### src/rtl/fci_pkg.sv
// shared constants, types and coefficient tables of the force coefficient interpolator
package fci_pkg;

  localparam int TABLE_POINTS = 19;
  localparam int LAST_IDX     = TABLE_POINTS - 1;
  localparam int FRAC_BITS    = 13;

  localparam int ANGLE_W  = 16;
  localparam int AXIAL_W  = 14;
  localparam int NORMAL_W = 13;

  // segments per radian, 10-degree segments, with KSEG_FRAC fraction bits
  localparam int KSEG_W    = 27;
  localparam int KSEG_FRAC = 24;
  localparam logic [KSEG_W-1:0] KSEG = 27'd96126367;

  localparam int WEIGHT_BITS = 16;
  localparam int PROD_W      = ANGLE_W + KSEG_W;
  localparam int SEG_LSB     = FRAC_BITS + KSEG_FRAC;
  localparam int T_LSB       = SEG_LSB - WEIGHT_BITS;
  localparam int SEG_W       = PROD_W - SEG_LSB;
  localparam int IDX_W       = 5;

  // table points are hundredths
  localparam int COEF_W = 9;
  localparam int LERP_W = COEF_W + WEIGHT_BITS;
  localparam int MAG_W  = LERP_W - 1;

  // hundredths with WEIGHT_BITS fraction bits to Q.FRAC_BITS:
  // q = floor((mag + ROUND_OFS) / (25 << DEN_SHIFT))
  localparam int ROUND_OFS   = 50 << (WEIGHT_BITS - FRAC_BITS);
  localparam int DEN_SHIFT   = WEIGHT_BITS - FRAC_BITS + 2;
  localparam int SCALED_W    = MAG_W + 1 - DEN_SHIFT;
  localparam int RECIP_W     = 20;
  localparam int RECIP_SHIFT = 24;
  localparam logic [RECIP_W-1:0] RECIP = 20'd671089;  // ceil(2^24 / 25)
  localparam int SPROD_W     = SCALED_W + RECIP_W;
  localparam int QUOT_W      = SPROD_W - RECIP_SHIFT;
  localparam int RES_W       = QUOT_W + 1;

  localparam int AXIAL_MAX  = (2 ** AXIAL_W) - 1;
  localparam int NORMAL_MAX = (2 ** (NORMAL_W - 1)) - 1;
  localparam int NORMAL_MIN = -(2 ** (NORMAL_W - 1));

  // angle reg, segment product, interpolation, scaling, output
  localparam int NUM_STAGES = 5;

  typedef logic signed [COEF_W-1:0] coef_t;
  typedef logic [IDX_W-1:0]         idx_t;
  typedef logic [WEIGHT_BITS-1:0]   weight_t;
  typedef logic signed [RES_W-1:0]  res_t;

  typedef struct packed {
    logic angle_load;
    logic prod_load;
  } seg_en_t;

  typedef struct packed {
    logic lerp_load;
    logic scale_load;
  } lerp_en_t;

  function automatic coef_t axial_point(input idx_t idx);
    coef_t c;
    unique case (idx)
      5'd0:    c = 9'sd170;
      5'd1:    c = 9'sd164;
      5'd2:    c = 9'sd147;
      5'd3:    c = 9'sd124;
      5'd4:    c = 9'sd100;
      5'd5:    c = 9'sd86;
      5'd6:    c = 9'sd80;
      5'd7:    c = 9'sd80;
      5'd8:    c = 9'sd92;
      5'd9:    c = 9'sd104;
      5'd10:   c = 9'sd116;
      5'd11:   c = 9'sd120;
      5'd12:   c = 9'sd120;
      5'd13:   c = 9'sd114;
      5'd14:   c = 9'sd103;
      5'd15:   c = 9'sd94;
      5'd16:   c = 9'sd83;
      5'd17:   c = 9'sd81;
      5'd18:   c = 9'sd80;
      default: c = 9'sd0;
    endcase
    return c;
  endfunction

  function automatic coef_t normal_point(input idx_t idx);
    coef_t c;
    unique case (idx)
      5'd0:    c = 9'sd0;
      5'd1:    c = 9'sd22;
      5'd2:    c = 9'sd41;
      5'd3:    c = 9'sd46;
      5'd4:    c = 9'sd39;
      5'd5:    c = 9'sd20;
      5'd6:    c = 9'sd2;
      5'd7:    c = -9'sd14;
      5'd8:    c = -9'sd21;
      5'd9:    c = -9'sd21;
      5'd10:   c = -9'sd18;
      5'd11:   c = -9'sd2;
      5'd12:   c = 9'sd7;
      5'd13:   c = 9'sd15;
      5'd14:   c = 9'sd19;
      5'd15:   c = 9'sd18;
      5'd16:   c = 9'sd14;
      5'd17:   c = 9'sd6;
      5'd18:   c = 9'sd0;
      default: c = 9'sd0;
    endcase
    return c;
  endfunction

endpackage

### src/rtl/fci_angle_if.sv
// request channel carrying one attack angle
interface fci_angle_if import fci_pkg::*; ();
  logic                      valid;
  logic                      ready;
  logic signed [ANGLE_W-1:0] attack_angle;

  modport source (output valid, output attack_angle, input ready);
  modport sink   (input valid, input attack_angle, output ready);
endinterface

### src/rtl/fci_coeff_if.sv
// result channel carrying the interpolated force coefficients
interface fci_coeff_if import fci_pkg::*; ();
  logic                       valid;
  logic                       ready;
  logic [AXIAL_W-1:0]         axial_coeff;
  logic signed [NORMAL_W-1:0] normal_coeff;
  logic                       angle_clamped;

  modport source (output valid, output axial_coeff, output normal_coeff,
                  output angle_clamped, input ready);
  modport sink   (input valid, input axial_coeff, input normal_coeff,
                  input angle_clamped, output ready);
endinterface

### src/rtl/force_coefficient_interpolator_unit.sv
// top level: pipelined axial/normal force coefficient interpolation over attack angle
//
// Takes one attack angle (radians, signed Q2.13) per cycle and returns the axial
// (unsigned Q1.13) and normal (signed, 13 fraction bits) force coefficients
// interpolated every 10 degrees of |angle| from 0 to 180 degrees. Angles beyond 180
// degrees give the 180-degree point and set angle_clamped. Throughput is one request
// per clock while the output is not stalled. There are five register stages: input
// register, angle-to-segment multiply, table lookup and interpolation multiply,
// reciprocal scaling multiply, then the saturating output register. A result is
// presented once its request has passed all five registers and can leave at the next
// edge. Each stage holds while it is full and its successor cannot load, so up to 5
// requests are in flight. There is no configuration and no state between requests.
module force_coefficient_interpolator_unit import fci_pkg::*; (
  input  logic               clk_i,
  input  logic               rst_ni,
  fci_angle_if.sink          angle_i,
  fci_coeff_if.source        coeff_o
);

  localparam int OUT_STAGE = NUM_STAGES - 1;

  logic [NUM_STAGES-1:0] vld_d, vld_q;
  logic [NUM_STAGES-1:0] load;

  seg_en_t  seg_en;
  lerp_en_t lerp_en;

  idx_t    seg, seg_nxt;
  weight_t t_w;
  logic    clamp;
  logic    clamp2_q, clamp3_q;

  res_t ax_res, nr_res;
  logic [AXIAL_W-1:0]         ax_sat;
  logic signed [NORMAL_W-1:0] nr_sat;

  logic [AXIAL_W-1:0]         axial_q;
  logic signed [NORMAL_W-1:0] normal_q;
  logic                       clamp_q;

  // a stage loads when it is empty or its contents move on
  always_comb begin
    load[OUT_STAGE] = !vld_q[OUT_STAGE] || coeff_o.ready;
    for (int k = OUT_STAGE - 1; k >= 0; k--) begin
      load[k] = !vld_q[k] || load[k+1];
    end
  end

  always_comb begin
    vld_d[0] = load[0] ? angle_i.valid : vld_q[0];
    for (int k = 1; k < NUM_STAGES; k++) begin
      vld_d[k] = load[k] ? vld_q[k-1] : vld_q[k];
    end
  end

  always_ff @(posedge clk_i or negedge rst_ni) begin
    if (!rst_ni) begin
      vld_q <= '0;
    end else begin
      vld_q <= vld_d;
    end
  end

  assign angle_i.ready = load[0];

  assign seg_en  = '{angle_load: load[0], prod_load: load[1]};
  assign lerp_en = '{lerp_load: load[2], scale_load: load[3]};

  fci_segment u_segment (
    .clk_i   (clk_i),
    .en_i    (seg_en),
    .angle_i (angle_i.attack_angle),
    .seg_o   (seg),
    .t_o     (t_w),
    .clamp_o (clamp)
  );

  // upper neighbor repeats the last point
  assign seg_nxt = (seg == IDX_W'(LAST_IDX)) ? seg : seg + IDX_W'(1);

  fci_lerp u_lerp_axial (
    .clk_i (clk_i),
    .en_i  (lerp_en),
    .c0_i  (axial_point(seg)),
    .c1_i  (axial_point(seg_nxt)),
    .t_i   (t_w),
    .res_o (ax_res)
  );

  fci_lerp u_lerp_normal (
    .clk_i (clk_i),
    .en_i  (lerp_en),
    .c0_i  (normal_point(seg)),
    .c1_i  (normal_point(seg_nxt)),
    .t_i   (t_w),
    .res_o (nr_res)
  );

  always_comb begin
    priority if (ax_res < res_t'(0)) begin
      ax_sat = '0;
    end else if (ax_res > res_t'(AXIAL_MAX)) begin
      ax_sat = AXIAL_W'(AXIAL_MAX);
    end else begin
      ax_sat = ax_res[AXIAL_W-1:0];
    end
  end

  always_comb begin
    priority if (nr_res < res_t'(NORMAL_MIN)) begin
      nr_sat = NORMAL_W'(NORMAL_MIN);
    end else if (nr_res > res_t'(NORMAL_MAX)) begin
      nr_sat = NORMAL_W'(NORMAL_MAX);
    end else begin
      nr_sat = nr_res[NORMAL_W-1:0];
    end
  end

  always_ff @(posedge clk_i) begin
    if (load[2]) begin
      clamp2_q <= clamp;
    end
    if (load[3]) begin
      clamp3_q <= clamp2_q;
    end
    if (load[OUT_STAGE]) begin
      axial_q  <= ax_sat;
      normal_q <= nr_sat;
      clamp_q  <= clamp3_q;
    end
  end

  assign coeff_o.valid         = vld_q[OUT_STAGE];
  assign coeff_o.axial_coeff   = axial_q;
  assign coeff_o.normal_coeff  = normal_q;
  assign coeff_o.angle_clamped = clamp_q;

`ifndef NO_ASSERTIONS
  // 180-degree point: axial 0.80, normal 0.00
  localparam logic [AXIAL_W-1:0] AXIAL_END_Q = 14'd6554;

  a_accept_enters: assert property (@(posedge clk_i) disable iff (!rst_ni)
    (angle_i.valid && angle_i.ready) |=> vld_q[0])
    else $error("accepted request did not enter the pipeline");

  a_stall_only_full: assert property (@(posedge clk_i) disable iff (!rst_ni)
    !angle_i.ready |-> (&vld_q && !coeff_o.ready))
    else $error("input stalled while a pipeline stage was free");

  a_clamp_last_point: assert property (@(posedge clk_i) disable iff (!rst_ni)
    (coeff_o.valid && coeff_o.angle_clamped) |->
      (coeff_o.axial_coeff == AXIAL_END_Q && coeff_o.normal_coeff == '0))
    else $error("clamped angle did not return the last table point");
`endif

endmodule

### src/rtl/fci_segment.sv
// angle register, angle-to-segment multiply and segment/weight decode
module fci_segment import fci_pkg::*; (
  input  logic                      clk_i,
  input  seg_en_t                   en_i,
  input  logic signed [ANGLE_W-1:0] angle_i,
  output idx_t                      seg_o,
  output weight_t                   t_o,
  output logic                      clamp_o
);

  logic signed [ANGLE_W-1:0] angle_q;
  logic [ANGLE_W-1:0]        mag;
  logic [PROD_W-1:0]         prod_d, prod_q;
  logic [SEG_W-1:0]          seg_raw;
  logic                      frac_nz;

  always_ff @(posedge clk_i) begin
    if (en_i.angle_load) begin
      angle_q <= angle_i;
    end
    if (en_i.prod_load) begin
      prod_q <= prod_d;
    end
  end

  // most negative input wraps to magnitude 2^15, which still fits unsigned
  assign mag = angle_q[ANGLE_W-1] ? (~$unsigned(angle_q) + ANGLE_W'(1))
                                  : $unsigned(angle_q);
  assign prod_d = PROD_W'(mag) * PROD_W'(KSEG);

  assign seg_raw = prod_q[PROD_W-1:SEG_LSB];
  assign frac_nz = |prod_q[SEG_LSB-1:0];

  always_comb begin
    if (seg_raw >= SEG_W'(LAST_IDX)) begin
      // at or past 180 degrees: pin to the last point
      seg_o   = IDX_W'(LAST_IDX);
      t_o     = '0;
      clamp_o = (seg_raw > SEG_W'(LAST_IDX)) || frac_nz;
    end else begin
      seg_o   = seg_raw[IDX_W-1:0];
      t_o     = prod_q[SEG_LSB-1:T_LSB];
      clamp_o = 1'b0;
    end
  end

endmodule

### src/rtl/fci_lerp.sv
// linear interpolation in hundredths and rounded scaling to Q.FRAC_BITS
module fci_lerp import fci_pkg::*; (
  input  logic     clk_i,
  input  lerp_en_t en_i,
  input  coef_t    c0_i,
  input  coef_t    c1_i,
  input  weight_t  t_i,
  output res_t     res_o
);

  logic signed [COEF_W:0]        diff;
  logic signed [WEIGHT_BITS:0]   t_s;
  logic signed [LERP_W+1:0]      base, term, lerp_full;
  logic signed [LERP_W-1:0]      lerp_q;
  logic                          neg;
  logic [LERP_W-1:0]             abs_v;
  logic [MAG_W:0]                round_sum;
  logic [SCALED_W-1:0]           scaled;
  logic [SPROD_W-1:0]            sprod_d, sprod_q;
  logic                          neg_q;
  logic [QUOT_W-1:0]             quot;
  res_t                          quot_s;

  assign diff      = (COEF_W+1)'(c1_i) - (COEF_W+1)'(c0_i);
  assign t_s       = $signed({1'b0, t_i});
  assign base      = (LERP_W+2)'(c0_i) <<< WEIGHT_BITS;
  assign term      = t_s * diff;
  assign lerp_full = base + term;

  // magnitude stays below 2^24, rounding is symmetric about zero
  assign neg       = lerp_q[LERP_W-1];
  assign abs_v     = neg ? (~$unsigned(lerp_q) + LERP_W'(1)) : $unsigned(lerp_q);
  assign round_sum = {1'b0, abs_v[MAG_W-1:0]} + (MAG_W+1)'(ROUND_OFS);
  assign scaled    = round_sum[MAG_W:DEN_SHIFT];
  assign sprod_d   = SPROD_W'(scaled) * SPROD_W'(RECIP);

  always_ff @(posedge clk_i) begin
    if (en_i.lerp_load) begin
      lerp_q <= lerp_full[LERP_W-1:0];
    end
    if (en_i.scale_load) begin
      sprod_q <= sprod_d;
      neg_q   <= neg;
    end
  end

  assign quot   = sprod_q[SPROD_W-1:RECIP_SHIFT];
  assign quot_s = $signed({1'b0, quot});
  assign res_o  = neg_q ? -quot_s : quot_s;

endmodule

### src/flat_wrapper.sv
// flat-port wrapper written by rule: the top's interface ports become plain ports
module force_coefficient_interpolator_unit_flat import fci_pkg::*;
  (clk_i, rst_ni, angle_i_valid, angle_i_attack_angle, angle_i_ready, coeff_o_valid, coeff_o_axial_coeff, coeff_o_normal_coeff, coeff_o_angle_clamped, coeff_o_ready);
  fci_angle_if angle_i_i ();
  fci_coeff_if coeff_o_i ();
  input  logic clk_i;
  input  logic rst_ni;
  input wire logic [$bits(angle_i_i.valid)-1:0] angle_i_valid;
  input wire logic [$bits(angle_i_i.attack_angle)-1:0] angle_i_attack_angle;
  output wire logic [$bits(angle_i_i.ready)-1:0] angle_i_ready;
  output wire logic [$bits(coeff_o_i.valid)-1:0] coeff_o_valid;
  output wire logic [$bits(coeff_o_i.axial_coeff)-1:0] coeff_o_axial_coeff;
  output wire logic [$bits(coeff_o_i.normal_coeff)-1:0] coeff_o_normal_coeff;
  output wire logic [$bits(coeff_o_i.angle_clamped)-1:0] coeff_o_angle_clamped;
  input wire logic [$bits(coeff_o_i.ready)-1:0] coeff_o_ready;
  assign angle_i_i.valid = angle_i_valid;
  assign angle_i_i.attack_angle = angle_i_attack_angle;
  assign angle_i_ready = angle_i_i.ready;
  assign coeff_o_valid = coeff_o_i.valid;
  assign coeff_o_axial_coeff = coeff_o_i.axial_coeff;
  assign coeff_o_normal_coeff = coeff_o_i.normal_coeff;
  assign coeff_o_angle_clamped = coeff_o_i.angle_clamped;
  assign coeff_o_i.ready = coeff_o_ready;
  force_coefficient_interpolator_unit u_core (.clk_i(clk_i), .rst_ni(rst_ni), .angle_i(angle_i_i), .coeff_o(coeff_o_i));
endmodule
### config.mk
export PLATFORM = sky130hd
export DESIGN_NAME = force_coefficient_interpolator_unit_flat
export DESIGN_NICKNAME = d
export VERILOG_FILES = /design/src/rtl/fci_pkg.sv /design/src/rtl/fci_angle_if.sv /design/src/rtl/fci_coeff_if.sv /design/src/rtl/force_coefficient_interpolator_unit.sv /design/src/rtl/fci_segment.sv /design/src/rtl/fci_lerp.sv /design/src/flat_wrapper.sv
export SDC_FILE = /design/constraint.sdc
export NUM_CORES = 2
export LEC_CHECK = 0
export BUFFER_PORTS_ARGS = -buffer_cell sky130_fd_sc_hd__buf_2
export CAP_MARGIN = 10
export CORE_MARGIN = 8
export CORE_UTILIZATION = 50
export CTS_BUF_LIST = sky130_fd_sc_hd__clkbuf_4 sky130_fd_sc_hd__clkbuf_8
export CTS_CLUSTER_DIAMETER = 120
export DETAILED_ROUTE_END_ITERATION = 6
export PLACE_DENSITY = 0.65
export SLEW_MARGIN = 20
export SYNTH_ARGS = -nofsm -noshare
export SYNTH_HDL_FRONTEND = slang
export SYNTH_SLANG_ARGS = --single-unit
### constraint.sdc
create_clock -name clk_i -period 10.4 [get_ports clk_i]
set_clock_uncertainty 0.2 [all_clocks]
set_input_delay 0.52 -clock clk_i [delete_from_list [all_inputs] [get_ports clk_i]]
set_output_delay 0.52 -clock clk_i [all_outputs]
set_load 0.02 [all_outputs]
==> impl_metrics.py <==
metrics = {
    "outcome": {
        "run_status": "complete, no violations",
    },
    "finish": {
        "finish.utilization_pct": 53.5,
        "multiInputGateArea_um2": 33600,
        "area_growth_pct": 6.15,
        "drive_above_1_share_pct": 4.83,
        "nNetsFinal": 5990,
        "regArea_um2": 5320,
        "fill_cells": 7725,
    },
    "die": {
        "die_height_um": 309,
        "die_w_um": 309,
        "die_area_um2": 95400,
        "rows": 107,
        "core-area_um2": 85000,
        "initial_core_util_pct": 50.4,
        "io-pin-count": 50,
    },
    "synth": {
        "ys_seq_area_share_pct": 12.4,
        "async_flop_share_pct": 2.81,
        "synth-seq-cells": 178,
        "yosys_warnings": 0,
        "synth_edf_count": 173,
        "synth_cell_type_count": 83,
        "syn_avg_cell_area_um2": 9.67,
        "synthCells": 4435,
        "dominantRegCellSynth": "edfxtp_1",
        "syn_area_um2": 42900,
        "synthesis.nets": 5920,
    },
    "worst_setup_path": {
        "crit_type": "register to register",
        "worstPathArrival_ns": 9.93,
        "crit_path_max_incr_delay_ns": 0.62,
        "required_ns": 10.51,
        "critPathMaxFanout": 8,
        "start_kind": "register",
        "worstSetupEndpointType": "register",
        "critPathSlowestCell": "or4_4",
    },
    "clock_network": {
        "h-tree-depth": 4,
        "root_buffer": "clkbuf_8",
        "cts_sinks": 178,
        "post_cts_buffers": 0,
        "cts_tree": "done",
        "clock_tree.buffer_depth": 2,
        "clk_latency_ns": 0.59,
        "clk_pin_slew_ns": 0.10,
        "cts_buffers": 17,
    },
    "routing": {
        "vias_per_cell": 5.29,
        "drtAntennaViolNets": 0,
        "remaining_drc_errors": 0,
        "drt_iter0_drc": 1538,
        "wl_um": 96800,
        "wl_per_cell_um": 17.1,
        "dr.pass1.iters": 5,
        "vias": 29981,
    },
    "sta": {
        "final-setup-viol-count": 0,
        "hold_violations": 0,
        "finalCriticalPeriod_ns": 9.82,
        "post-route-period-util_pct": 94.5,
        "finalSetupTns_ns": 0,
        "relSlewSlack_pct": 23.4,
        "fmax_ghz": 0.102,
        "tightest_slew_ns": 1.14,
        "report.final.slew_viol_count": 0,
    },
    "place": {
        "port_buffers": 49,
        "gp_congestion": 0.902,
        "dp_hpwl_um": 82600,
    },
    "global_routing": {
        "antenna_found_initial": 1,
        "grt_pass1_wl_um": 159000,
        "grt_usage_pct": 20.9,
        "grt_pass1_vias": 30931,
        "overflow": 0,
        "grt_start_max_net_pins": 53,
    },
    "min_path": {
        "min_path_type": "primary input to asynchronous set/reset pin",
    },
    "run": {
        "cap_violations": 0,
    },
}
[synth_stat cells (22+ instances only)]
master | count | area, um^2
nand3_1 | 39 | 195
nor3_1 | 35 | 175
ha_1 | 765 | 9570
xor2_1 | 95 | 832
xnor2_1 | 144 | 1260
nor2b_1 | 29 | 181
nor2_1 | 297 | 1110
nand4_1 | 26 | 163
nand2_1 | 289 | 1080
clkbuf_1 | 81 | 304
o21bai_1 | 22 | 165
and2_1 | 24 | 150
o21ai_0 | 101 | 505
nand2b_1 | 38 | 238
a21oi_1 | 189 | 946
and3_1 | 35 | 219
a21o_1 | 72 | 541
edfxtp_1 | 173 | 5190
fa_1 | 700 | 14000
inv_1 | 1013 | 3800
[flip-flops by register name (all words and copies together) (netlist names)]
name                          flops
u_core.coeff_o.normal_coeff      13
u_core.clamp3_q                   1
u_core.u_lerp_axial.neg_q         1
u_core.coeff_o.angle_clamped      1
u_core.u_lerp_normal.lerp_q      25
u_core.coeff_o.axial_coeff       14
u_core.u_segment.angle_q         16
u_core.clamp2_q                   1
u_core.u_lerp_axial.sprod_q      16
u_core.u_segment.prod_q          43
u_core.u_lerp_normal.neg_q        1
u_core.u_lerp_normal.sprod_q     16
u_core.u_lerp_axial.lerp_q       25
u_core.vld_q                      5
[cells by family after synthesis]
group	Yosys count	share of synthesized area, %
DFF	178	12.4
AOI/OAI and AO/OA	539	7.91
and+or+nand+nor	893	9.65
muxes	10	0.271
adders and majority gates	1467	55.1
buffers and inverters	1107	9.72
xor gates and xnor gates	241	4.97
[cell type report]
cell class | instances | share of cell area, %
Multi-Input combinational cell | 3150 | 73.7
Antenna cell | 1 | 0.00550
Tap cell | 1144 | 3.15
Sequential cell | 178 | 11.7
Clock buffer | 21 | 0.594
Inverter | 1015 | 8.37
Timing Repair Buffer | 143 | 2.19
Clock inverter | 11 | 0.264
[layer usage]
layer | track usage, % | part of all wire [%]
met5 | 0 | 0
met4 | 5.74 | 2.6
met3 | 2.85 | 4.9
met2 | 35.2 | 47
met1 | 28.4 | 45
[worst max-delay path, delay by kind of cell, from the launching register on]
kind | cells | cell delay (ns)
xor gates and xnor gates | 3 | 0.70
adders and majority gates | 10 | 4.09
buffers and inverters | 6 | 0.48
and+or+nand+nor | 7 | 1.81
DFF | 1 | 0.39
AOI/OAI and AO/OA | 8 | 1.90
[final timing paths]
kind	from	endpoint	slack (ns)	depth (start not counted)
max in group asynchronous	rst_ni	u_core.vld_q[2]	9.78	2
worst max-delay path	u_core.u_lerp_axial.lerp_q[0]	u_core.u_lerp_axial.sprod_q[39]	0.58	34
min in group clk_i	u_core.clamp3_q	u_core.coeff_o.angle_clamped	0.23	0
worst max register to register	u_core.u_lerp_axial.lerp_q[0]	u_core.u_lerp_axial.sprod_q[39]	0.58	34
worst min-delay path	rst_ni	u_core.vld_q[0]	0.09	2
worst min register to register	u_core.clamp3_q	u_core.coeff_o.angle_clamped	0.23	0
[cells in the final DEF, fill, tap and decap left out, types with 35 or more instances in the layout]
| cell | instances |
|---|---|
| nand2b_1 | 38 |
| buf_2 | 49 |
| inv_1 | 1013 |
| edfxtp_1 | 173 |
| buf_4 | 76 |
| ha_1 | 765 |
| a21oi_1 | 184 |
| xnor2_1 | 138 |
| nand2_1 | 287 |
| a21o_1 | 71 |
| and3_1 | 35 |
| xor2_1 | 92 |
| nor2_1 | 296 |
| o21ai_0 | 101 |
| nand3_1 | 38 |
| fa_1 | 700 |
[metrics by stage]
step,instance area (um^2),setup slack (ns),hold slack (ns),std cells
2_1_floorplan,42900,0.460,0.0244,4435
3_3_place_gp,44800,0.323,0.142,5612
3_5_place_dp,44800,0.183,0.142,5612
4_1_cts,45400,0.173,0.0281,5662
5_1_grt,45500,-0.0374,0.0750,5663
6_report,45500,0.576,0.0898,5663
[what timing repair did]
item                                    CTS  global route
gates resized for setup                   0            29
hold endpoints to repair                 22             0
endpoints found under the setup margin    0            16
hold buffers                             18             0
Power is not shown: default switching activity piles up to over one toggle a cycle in this logic, so the estimate is an artifact.
